File: src/rtl/sha1he_pkg.sv
// Shared types and constants for the SHA-1 hash engine.
// No dependencies; imported by every module of the engine.
package sha1he_pkg;

	localparam logic [31:0] IV0 = 32'h67452301;
	localparam logic [31:0] IV1 = 32'hEFCDAB89;
	localparam logic [31:0] IV2 = 32'h98BADCFE;
	localparam logic [31:0] IV3 = 32'h10325476;
	localparam logic [31:0] IV4 = 32'hC3D2E1F0;

	localparam logic [31:0] K0 = 32'h5A827999;
	localparam logic [31:0] K1 = 32'h6ED9EBA1;
	localparam logic [31:0] K2 = 32'h8F1BBCDC;
	localparam logic [31:0] K3 = 32'hCA62C1D6;

	localparam logic [7:0] PAD_MARK = 8'h80;

	localparam int unsigned ROUNDS = 80;
	localparam int unsigned WORDS  = 5;

	// Compression working variables a..e
	typedef struct packed {
		logic [31:0] a;
		logic [31:0] b;
		logic [31:0] c;
		logic [31:0] d;
		logic [31:0] e;
	} work_t;

endpackage

File: src/rtl/sha1he_round.sv
// One SHA-1 round: boolean function, round constant and five-operand add.
// Depends on sha1he_pkg; shared by all 80 rounds under the top-level sequencer.
module sha1he_round (
	input  sha1he_pkg::work_t cur,
	input  logic [31:0]       w,
	input  logic [6:0]        rnd,
	output sha1he_pkg::work_t nxt
);
	import sha1he_pkg::*;

	logic [31:0] f;
	logic [31:0] k;

	always_comb begin
		if (rnd < 7'd20) begin
			f = (cur.b & cur.c) | (~cur.b & cur.d);
			k = K0;
		end else if (rnd < 7'd40) begin
			f = cur.b ^ cur.c ^ cur.d;
			k = K1;
		end else if (rnd < 7'd60) begin
			f = (cur.b & cur.c) | (cur.b & cur.d) | (cur.c & cur.d);
			k = K2;
		end else begin
			f = cur.b ^ cur.c ^ cur.d;
			k = K3;
		end
	end

	always_comb begin
		nxt.a = {cur.a[26:0], cur.a[31:27]} + f + cur.e + k + w;
		nxt.b = cur.a;
		nxt.c = {cur.b[1:0], cur.b[31:2]};
		nxt.d = cur.c;
		nxt.e = cur.d;
	end

endmodule

File: src/rtl/sha1he_wsched.sv
// Block buffer and message schedule: a 16-word window that takes bytes
// big-endian and slides one expanded word per round. Depends on sha1he_pkg.
module sha1he_wsched (
	input  logic        clk,
	input  logic        shift_byte,
	input  logic [7:0]  byte_in,
	input  logic        shift_word,
	output logic [31:0] w_cur
);
	import sha1he_pkg::*;

	logic [511:0] blk_q;
	logic [31:0]  x;
	logic [31:0]  w_new;

	// word i of the window sits at blk_q[511-32*i -: 32]
	assign w_cur = blk_q[511:480];
	assign x     = blk_q[511-32*13 -: 32] ^ blk_q[511-32*8 -: 32]
	             ^ blk_q[511-32*2 -: 32] ^ blk_q[511:480];
	assign w_new = {x[30:0], x[31]};

	always_ff @(posedge clk) begin
		if (shift_byte) begin
			blk_q <= {blk_q[503:0], byte_in};
		end else if (shift_word) begin
			blk_q <= {blk_q[479:0], w_new};
		end
	end

endmodule

File: src/rtl/sha1_hash_engine_top.sv
// SHA-1 hash engine top level: sequencer, chaining values and stream ports.
// Depends on sha1he_pkg, sha1he_round and sha1he_wsched.
//
// Message bytes enter one per transaction (tuser = byte present, tlast = end
// of message). Every 64th byte starts a compression that runs all 80 rounds
// through the single round unit and then folds the result into the chaining
// values; the input is not ready meanwhile.
// At end of message the engine writes the padding and the 64-bit length
// into the block buffer one byte per cycle (with an extra compression when
// the tail does not fit), runs the final compression and then presents
// the digest as five 32-bit words, h0 first. A new message can start once
// the fifth digest word is taken.
module sha1_hash_engine_top (
	input  logic        clk,
	input  logic        arst_n,
	input  logic        s_tvalid,
	output logic        s_tready,
	input  logic [7:0]  s_tdata,   // [7:0] data_byte
	input  logic [0:0]  s_tuser,   // [0] has_byte
	input  logic        s_tlast,   // end_of_message
	output logic        m_tvalid,
	input  logic        m_tready,
	output logic [31:0] m_tdata,   // [31:0] digest_word
	output logic [2:0]  m_tuser,   // [2:0] word_index
	output logic        m_tlast    // last_word
);
	import sha1he_pkg::*;

	typedef enum logic [4:0] {
		ST_IDLE = 5'b00001,
		ST_COMP = 5'b00010,
		ST_ADD  = 5'b00100,
		ST_PAD  = 5'b01000,
		ST_OUT  = 5'b10000
	} state_t;

	state_t      state_q;
	logic [31:0] chain_q [WORDS];
	work_t       work_q;
	work_t       work_nxt;
	logic [63:0] len_q;
	logic [5:0]  pos_q;
	logic [6:0]  round_q;
	logic [2:0]  oidx_q;
	logic        pad_q;
	logic        mark_q;
	logic        fin_q;
	logic        last_q;

	logic        push_en;
	logic [7:0]  push_byte;
	logic        blk_full;
	logic [7:0]  len_byte;
	logic [31:0] w_cur;

	sha1he_wsched u_wsched (
		.clk        (clk),
		.shift_byte (push_en),
		.byte_in    (push_byte),
		.shift_word (state_q == ST_COMP),
		.w_cur      (w_cur)
	);

	sha1he_round u_round (
		.cur (work_q),
		.w   (w_cur),
		.rnd (round_q),
		.nxt (work_nxt)
	);

	// length goes out big-endian at block bytes 56..63
	assign len_byte = len_q[{~pos_q[2:0], 3'b000} +: 8];

	always_comb begin
		push_en   = 1'b0;
		push_byte = s_tdata;
		case (state_q)
			ST_IDLE: begin
				push_en   = s_tvalid & s_tuser[0];
				push_byte = s_tdata;
			end
			ST_PAD: begin
				push_en = 1'b1;
				if (!mark_q) begin
					push_byte = PAD_MARK;
				end else if (fin_q && pos_q >= 6'd56) begin
					push_byte = len_byte;
				end else begin
					push_byte = 8'h00;
				end
			end
			default: begin
				push_en   = 1'b0;
				push_byte = s_tdata;
			end
		endcase
	end

	assign blk_full = push_en && (pos_q == 6'd63);

	assign s_tready = (state_q == ST_IDLE);
	assign m_tvalid = (state_q == ST_OUT);
	assign m_tdata  = chain_q[oidx_q];
	assign m_tuser  = oidx_q;
	assign m_tlast  = (oidx_q == 3'(WORDS - 1));

	always_ff @(posedge clk or negedge arst_n) begin
		if (!arst_n) begin
			state_q    <= ST_IDLE;
			chain_q[0] <= IV0;
			chain_q[1] <= IV1;
			chain_q[2] <= IV2;
			chain_q[3] <= IV3;
			chain_q[4] <= IV4;
			work_q     <= '0;
			len_q      <= '0;
			pos_q      <= '0;
			round_q    <= '0;
			oidx_q     <= '0;
			pad_q      <= 1'b0;
			mark_q     <= 1'b0;
			fin_q      <= 1'b0;
			last_q     <= 1'b0;
		end else begin
			if (push_en) begin
				pos_q <= pos_q + 6'd1;
			end
			// a full block starts a compression from the current chain
			if (blk_full) begin
				work_q.a <= chain_q[0];
				work_q.b <= chain_q[1];
				work_q.c <= chain_q[2];
				work_q.d <= chain_q[3];
				work_q.e <= chain_q[4];
				round_q  <= '0;
			end
			case (state_q)
				ST_IDLE: begin
					if (s_tvalid) begin
						if (s_tuser[0]) begin
							len_q <= len_q + 64'd8;
						end
						if (blk_full) begin
							pad_q   <= s_tlast;
							state_q <= ST_COMP;
						end else if (s_tlast) begin
							pad_q   <= 1'b1;
							state_q <= ST_PAD;
						end
					end
				end
				ST_PAD: begin
					mark_q <= 1'b1;
					// length fits after the mark only if the mark lands before byte 56
					if (!mark_q && pos_q < 6'd56) begin
						fin_q <= 1'b1;
					end
					if (blk_full) begin
						if (fin_q) begin
							last_q <= 1'b1;
						end else begin
							fin_q <= 1'b1;
						end
						state_q <= ST_COMP;
					end
				end
				ST_COMP: begin
					work_q <= work_nxt;
					if (round_q == 7'(ROUNDS - 1)) begin
						round_q <= '0;
						state_q <= ST_ADD;
					end else begin
						round_q <= round_q + 7'd1;
					end
				end
				ST_ADD: begin
					chain_q[0] <= chain_q[0] + work_q.a;
					chain_q[1] <= chain_q[1] + work_q.b;
					chain_q[2] <= chain_q[2] + work_q.c;
					chain_q[3] <= chain_q[3] + work_q.d;
					chain_q[4] <= chain_q[4] + work_q.e;
					if (last_q) begin
						state_q <= ST_OUT;
					end else if (pad_q) begin
						state_q <= ST_PAD;
					end else begin
						state_q <= ST_IDLE;
					end
				end
				ST_OUT: begin
					if (m_tready) begin
						if (oidx_q == 3'(WORDS - 1)) begin
							// restart for the next message
							oidx_q     <= '0;
							chain_q[0] <= IV0;
							chain_q[1] <= IV1;
							chain_q[2] <= IV2;
							chain_q[3] <= IV3;
							chain_q[4] <= IV4;
							len_q      <= '0;
							pos_q      <= '0;
							pad_q      <= 1'b0;
							mark_q     <= 1'b0;
							fin_q      <= 1'b0;
							last_q     <= 1'b0;
							state_q    <= ST_IDLE;
						end else begin
							oidx_q <= oidx_q + 3'd1;
						end
					end
				end
				default: begin
					state_q <= ST_IDLE;
				end
			endcase
		end
	end

endmodule

File: config.mk
export PLATFORM = sky130hd
export DESIGN_NAME = sha1_hash_engine_top
export DESIGN_NICKNAME = d
export VERILOG_FILES = /design/src/rtl/sha1he_pkg.sv /design/src/rtl/sha1he_round.sv /design/src/rtl/sha1he_wsched.sv /design/src/rtl/sha1_hash_engine_top.sv
export SDC_FILE = /design/constraint.sdc
export NUM_CORES = 2
export LEC_CHECK = 0
export BUFFER_PORTS_ARGS = -buffer_cell sky130_fd_sc_hd__buf_2
export CAP_MARGIN = 20
export CORE_MARGIN = 2
export CORE_UTILIZATION = 51
export CTS_CLUSTER_DIAMETER = 100
export DETAILED_ROUTE_END_ITERATION = 8
export PLACE_DENSITY_LB_ADDON = 0.1
export SYNTH_ARGS = -nofsm -noshare
export SYNTH_HDL_FRONTEND = slang
export SYNTH_HIERARCHICAL = 1
export SYNTH_SLANG_ARGS = --single-unit
export TNS_END_PERCENT = 50
File: constraint.sdc
create_clock -name clk -period 13 [get_ports clk]
set_clock_uncertainty 0.1 [all_clocks]
set_input_delay 0.65 -clock clk [delete_from_list [all_inputs] [get_ports clk]]
set_output_delay 0.65 -clock clk [all_outputs]
set_load 0.005 [all_outputs]
---- Word-level counts from Yosys, hierarchy flattened ----
Cells that the tools add are included.
cells by class
  bitwise logic cells ..................... 16
  muxes and demuxes ....................... 57
  equality and inequality tests ........... 16
  reduce and logical (&&, ||, !) cells .... 16
  shift-type cells ........................ 1
  order comparisons ....................... 6
  $add $sub $neg .......................... 13
operator list
  cell                                                number
  2-to-1 mux 512 bit                                  2
  2-to-1 mux 160 bit                                  4
  case mux 160 bit (2 select lines)                   1
  adder 32 bit                                        9
  2-to-1 mux 64 bit                                   4
  2-to-1 mux 32 bit                                   7
  XOR 32 bit                                          5
  AND 32 bit                                          4
  case mux 64 bit (2 select lines)                    1
  binary-select mux 32 bit (select 3 bit)             1
  OR 32 bit                                           3
  adder 64 x 4 -> 64 bit, second input constant       1
  indexed part select 64 x 7 -> 8 bit                 1
  2-to-1 mux 5 bit                                    8
  inverter 32 bit                                     1
  2-to-1 mux 31 bit                                   1
  case mux 5 bit (5 select lines)                     1
  2-to-1 mux 6 bit                                    4
  2-to-1 mux 8 bit                                    3
  2-to-1 mux 7 bit                                    3
  AND reduction 5 bit                                 3
  < comparator 7 x 6 -> 1 bit, second input constant  2
  2-to-1 mux 1 bit                                    10
  case mux 1 bit (2 select lines)                     5
  29 further kinds                                    41
storage, ports and cells
  bits of input ports ..................... 14
  word-level logic and storage cells ...... 145
  register bits after elaboration ......... 921
  output and inout port bits .............. 38

---- Logic depth before layout (Yosys ltp) ----
  depth in word-level cells ............... 11
  gate-level depth with buffers ........... 22
  mapped depth without buffers ............ 20

---- By module ----
Netlist, hierarchy kept.
modules (own cells, without submodules)
  module                area each (um2)  cells each  times used
  sha1_hash_engine_top  26173.9          3052        1
  sha1he_wsched         23251.0          1246        1
  sha1he_round          6653.9           795         1

---- Worst setup path before layout ----
OpenSTA, ideal clock, no wires.
  path kind ............................... register to register
  start ................................... register state_q[3]
  end ..................................... register u_wsched.blk_q[0] (enable)
  slack ................................... 3.985 ns
  setup time .............................. 0.667 ns
  period minus slack after synthesis ...... 9.015 ns
  path buffers ............................ 4
  cell stages (with the launch flop) ...... 11
  arrival ................................. 8.248 ns
  path through ............................ dfrtp_1 > or3_4 > or3b_1 > buf_6 > clkinv_4 > nand3_1 > nand2_1 > buf_4 > buf_6 > buf_6 > or2_2
on the way
  longest elaborated chain between the ends .. 3
RTL lines
  what                             line                         source
  start, declared                  sha1_hash_engine_top.sv:37   state_t state_q;
  start signal, assigned           sha1_hash_engine_top.sv:109  state_q <= ST_IDLE;
  start signal, assigned           sha1_hash_engine_top.sv:145  state_q <= ST_COMP;
  start signal, assigned           sha1_hash_engine_top.sv:148  state_q <= ST_PAD;
  equality test 5 x 1 -> 1 bit     n/a
  via s_tready                     sha1_hash_engine_top.sv:17   output logic s_tready,
  case mux 1 bit (2 select lines)  sha1_hash_engine_top.sv:77   case (state_q)
  via push_en                      sha1_hash_engine_top.sv:50   logic push_en;
  nonzero test 2 bit (no line)     n/a
  end signal, assigned             sha1he_wsched.sv:24          blk_q <= {blk_q[503:0], byte_in};
  end signal, assigned             sha1he_wsched.sv:26          blk_q <= {blk_q[479:0], w_new};
  end, declared                    sha1he_wsched.sv:12          logic [511:0] blk_q;
The timed path passes the listed nets, and every way through them passes these cells.
A chain may end at the register's enable or synchronous reset.

---- Final worst setup path ----
  start ................................... register state_q[3]
  end ..................................... register u_wsched.blk_q[279], data pin
on the way
  longest elaborated chain between the ends .. 3
RTL lines
  what                                                                                 line                        source
  equality test 5 x 4 -> 1 bit / equality test 5 x 1 -> 1 bit (equally long branches)  sha1_hash_engine_top.sv:77
  case mux 1 bit (2 select lines) *                                                    sha1_hash_engine_top.sv:77
  via push_en                                                                          sha1_hash_engine_top.sv:50
  2-to-1 mux 512 bit *                                                                 sha1he_wsched.sv:23         if (shift_byte) begin
The timed path passes the listed nets; every way through them passes the cells marked *.

==> impl_metrics.toml <==
[critical_path]
crit_fanout = 81
ff2ff_setup_slack_ns = 7.13
cp_data_arrival_time_ns = 6.22
startpoint_type = "flip-flop"
crit_type = "reg -> reg"
r2r_end = "u_wsched/blk_q[279]"
end_kind = "flip-flop"
ff2ff_path_depth = 9
crit_required_ns = 13.35
reg2reg_from = "state_q[3]"

[synth]
yosys.cell_types.count = 100
async_flop_share = 0.4423
syn_inst = 5093
synth_area_leaders = "edfxtp_1 27%, dfrtp_1 15%, fa_1 4.5%"
ys_seq_elements = 918
synth.top_cell.area_share = 0.2742
syn_area_um2 = 56080
synth_ff_type = "edfxtp_1"
synth-edff-count = 512
ys_warn_count = 6
synth.cells.most_frequent = "572 x nand2_1, 512 x edfxtp_1, 402 x nor2_1"
seq_area_frac_synth = 0.4571
syn_avg_cell_area_um2 = 11.01
synth_largest_area_cell = "edfxtp_1"
synth_nets = 5430
synth_most_common_cell = "nand2_1"

[power]
p_switching_uw = 2728
pwr-share-comb = 0.236
peakVddDrop_mv = 0.1236
p_clk_frac = 0.310
p_int_uw = 6739
seqPwrFrac = 0.454
powerDensity_nw_per_um2 = 159.1
swShare = 0.2882
power_leakage_uw = 0.02328

[cells_and_area]
drive_above_1_share = 0.1487
num-nets-final = 5243
antennaDiodeCount = 0
fin_cells = 6409
area_growth_pct = 6.107
final_core_util = 0.5459
fillers = 9515

[floorplan]
coreArea_um2 = 109000
rows = 121
io_pins = 52
dieArea_um2 = 112600
dieHeight_um = 335.6
initial_core_util = 0.5145
die_x_um = 335.6

[cts]
cts_made_buffers = 104
post_cts_resized = 0
clkSinkCount = 918
postCtsSetupBuffers = 0
htree_levels = 3
cts_tree = "yes"
clk_pin_slew_ns = 0.06
cts_buffer_depth = 3
cts_hold_buffers = 1
root_buffer = "clkbuf_16"
clock_latency_ns = 0.70

[hold_path]
min_path_type = "in -> reg"
hold_path_startpoint = "m_tready"
min_to = "m_tuser[2]"
hold_depth = 3

[place]
gp_congestion = 0.9013
post-place-ws_ns = 7.135
io_buffers = 51
dpl.hpwl_um = 98980
dp.cells = 6213

[sta]
whs_ns = 0.1674
finalMaxSlewViolations = 0
finalSetupTns_ns = 0
max_freq_mhz = 170.5
grt_setup_unrepaired = "no"
period_share = 0.4512
slew_headroom = 0.3020
hold_violations = 0
fin_crit_ns = 5.865
tightest_slew_ns = 1.034
finalSetupViolations = 0
layout_setup_ws_ns = 7.135

[global_route]
grt-ovfl-total = 0
antenna_found_initial = 1
grt_max_degree = 184
grt_pass1_wl_um = 224200
grt_pass1_vias = 37210
track_usage = 0.2555

[detailed_routing]
postRouteAntennaNets = 0
wirelength_um = 143300
viasPerCell = 5.876
drtPass1Iterations = 5
remaining_drc_errors = 0
wl_per_cell_um = 22.36
vias = 37658
drt_iter0_drc = 3344

[job]
drv_cap = 0

[status]
outcome = "complete, no violations"
worst max-delay path by stage:
stage | end | from | depth (start not counted) | slack (ns)
after detailed placement | u_wsched/blk_q[174] | state_q[3] | 9 | 7.13
after global routing | u_wsched/blk_q[279] | state_q[3] | 9 | 6.76
after global placement | u_wsched/blk_q[303] | state_q[3] | 9 | 7.20
final | u_wsched/blk_q[279] | state_q[3] | 9 | 7.13
after floorplan | u_wsched/blk_q[0] | state_q[3] | 10 | 3.98
after CTS | u_wsched/blk_q[174] | state_q[3] | 9 | 7.13
cell usage in the layout (no fill, tap or decap), types with 36 or more instances in the layout:
cell type  count
nor3_1        54
inv_1        252
xnor2_1      205
buf_2         50
ha_1         198
a21oi_1      226
nand2_1      571
dfrtp_1      323
mux4_2        45
clkbuf_16    106
o21ai_0      277
mux2_2       209
buf_4         42
mux2_4       120
fa_1         125
a31oi_1      181
nor2_1       400
xor2_1       105
mux2_1       164
nand3_1      101
dfstp_2       81
clkbuf_1      36
edfxtp_1     512
a21o_1        81
area by class of cell:
| type | count | area [um^2] | share of cell area |
|---|---|---|---|
| Multi-Input combinational cell | 3529 | 27040 | 0.4544 |
| Tap cell | 1414 | 1769 | 0.02973 |
| Sequential cell | 918 | 25640 | 0.4309 |
| Clock buffer | 156 | 2980 | 0.05009 |
| Timing Repair Buffer | 99 | 690.7 | 0.01161 |
| Inverter | 254 | 958.4 | 0.01611 |
| Clock inverter | 39 | 430.4 | 0.007233 |
flip-flops by register name, summed over array words and instances (netlist names), 3 cells and up:
name / count
chain_q: 160
len_q: 61
state_q: 5
work_q: 160
round_q: 7
pos_q: 6
u_wsched/blk_q: 512
m_tuser: 3
cells by family after synthesis:
| group | after synthesis | synth area share |
|---|---|---|
| multiplexers | 569 | 0.1306 |
| XOR/XNOR | 310 | 0.04842 |
| adder cells (fa/ha/maj) | 323 | 0.08880 |
| AO/OA/AOI/OAI | 1014 | 0.1115 |
| AND/OR/NAND/NOR | 1313 | 0.1014 |
| flip-flops | 918 | 0.4571 |
| buffers and inverters | 646 | 0.06216 |
per-layer routing:
metal	vias up	track usage	routed length (um)
li1	17678	-	-
met1	18773	0.3620	65070
met2	1001	0.4147	67370
met3	206	0.03292	7166
met4	0	0.06698	3696
met5	-	0	0
worst max-delay path: stages, from the launching register on:
cell and delay [ns]:
dfrtp_1 0.43, or3_4 0.42, or3b_1 0.54, clkinv_4 0.14
nand3_1 0.19, nand2_4 0.52, buf_4 0.87, buf_4 0.89
buf_4 0.92, mux2_2 0.42
metrics by stage:
stage | instance area, um^2 | power (uW)
3_3_place_gp | 56080 | 6562
6_report | 59500 | 9467
3_5_place_dp | 56080 | 6594
2_1_floorplan | 56080 | 6262
5_1_grt | 59500 | 9943
4_1_cts | 59500 | 9565
power groups by stage:
stage                     Clock (uW)  Combinational (uW)  Sequential, uW
final                           2940                2230            4290
after global routing            3110                2460            4370
after CTS                       3010                2260            4300
after detailed placement           0                2240            4350
after global placement             0                2220            4350
after floorplan                    0                1990            4280
Note: power is estimated with default switching activity, not from simulation.
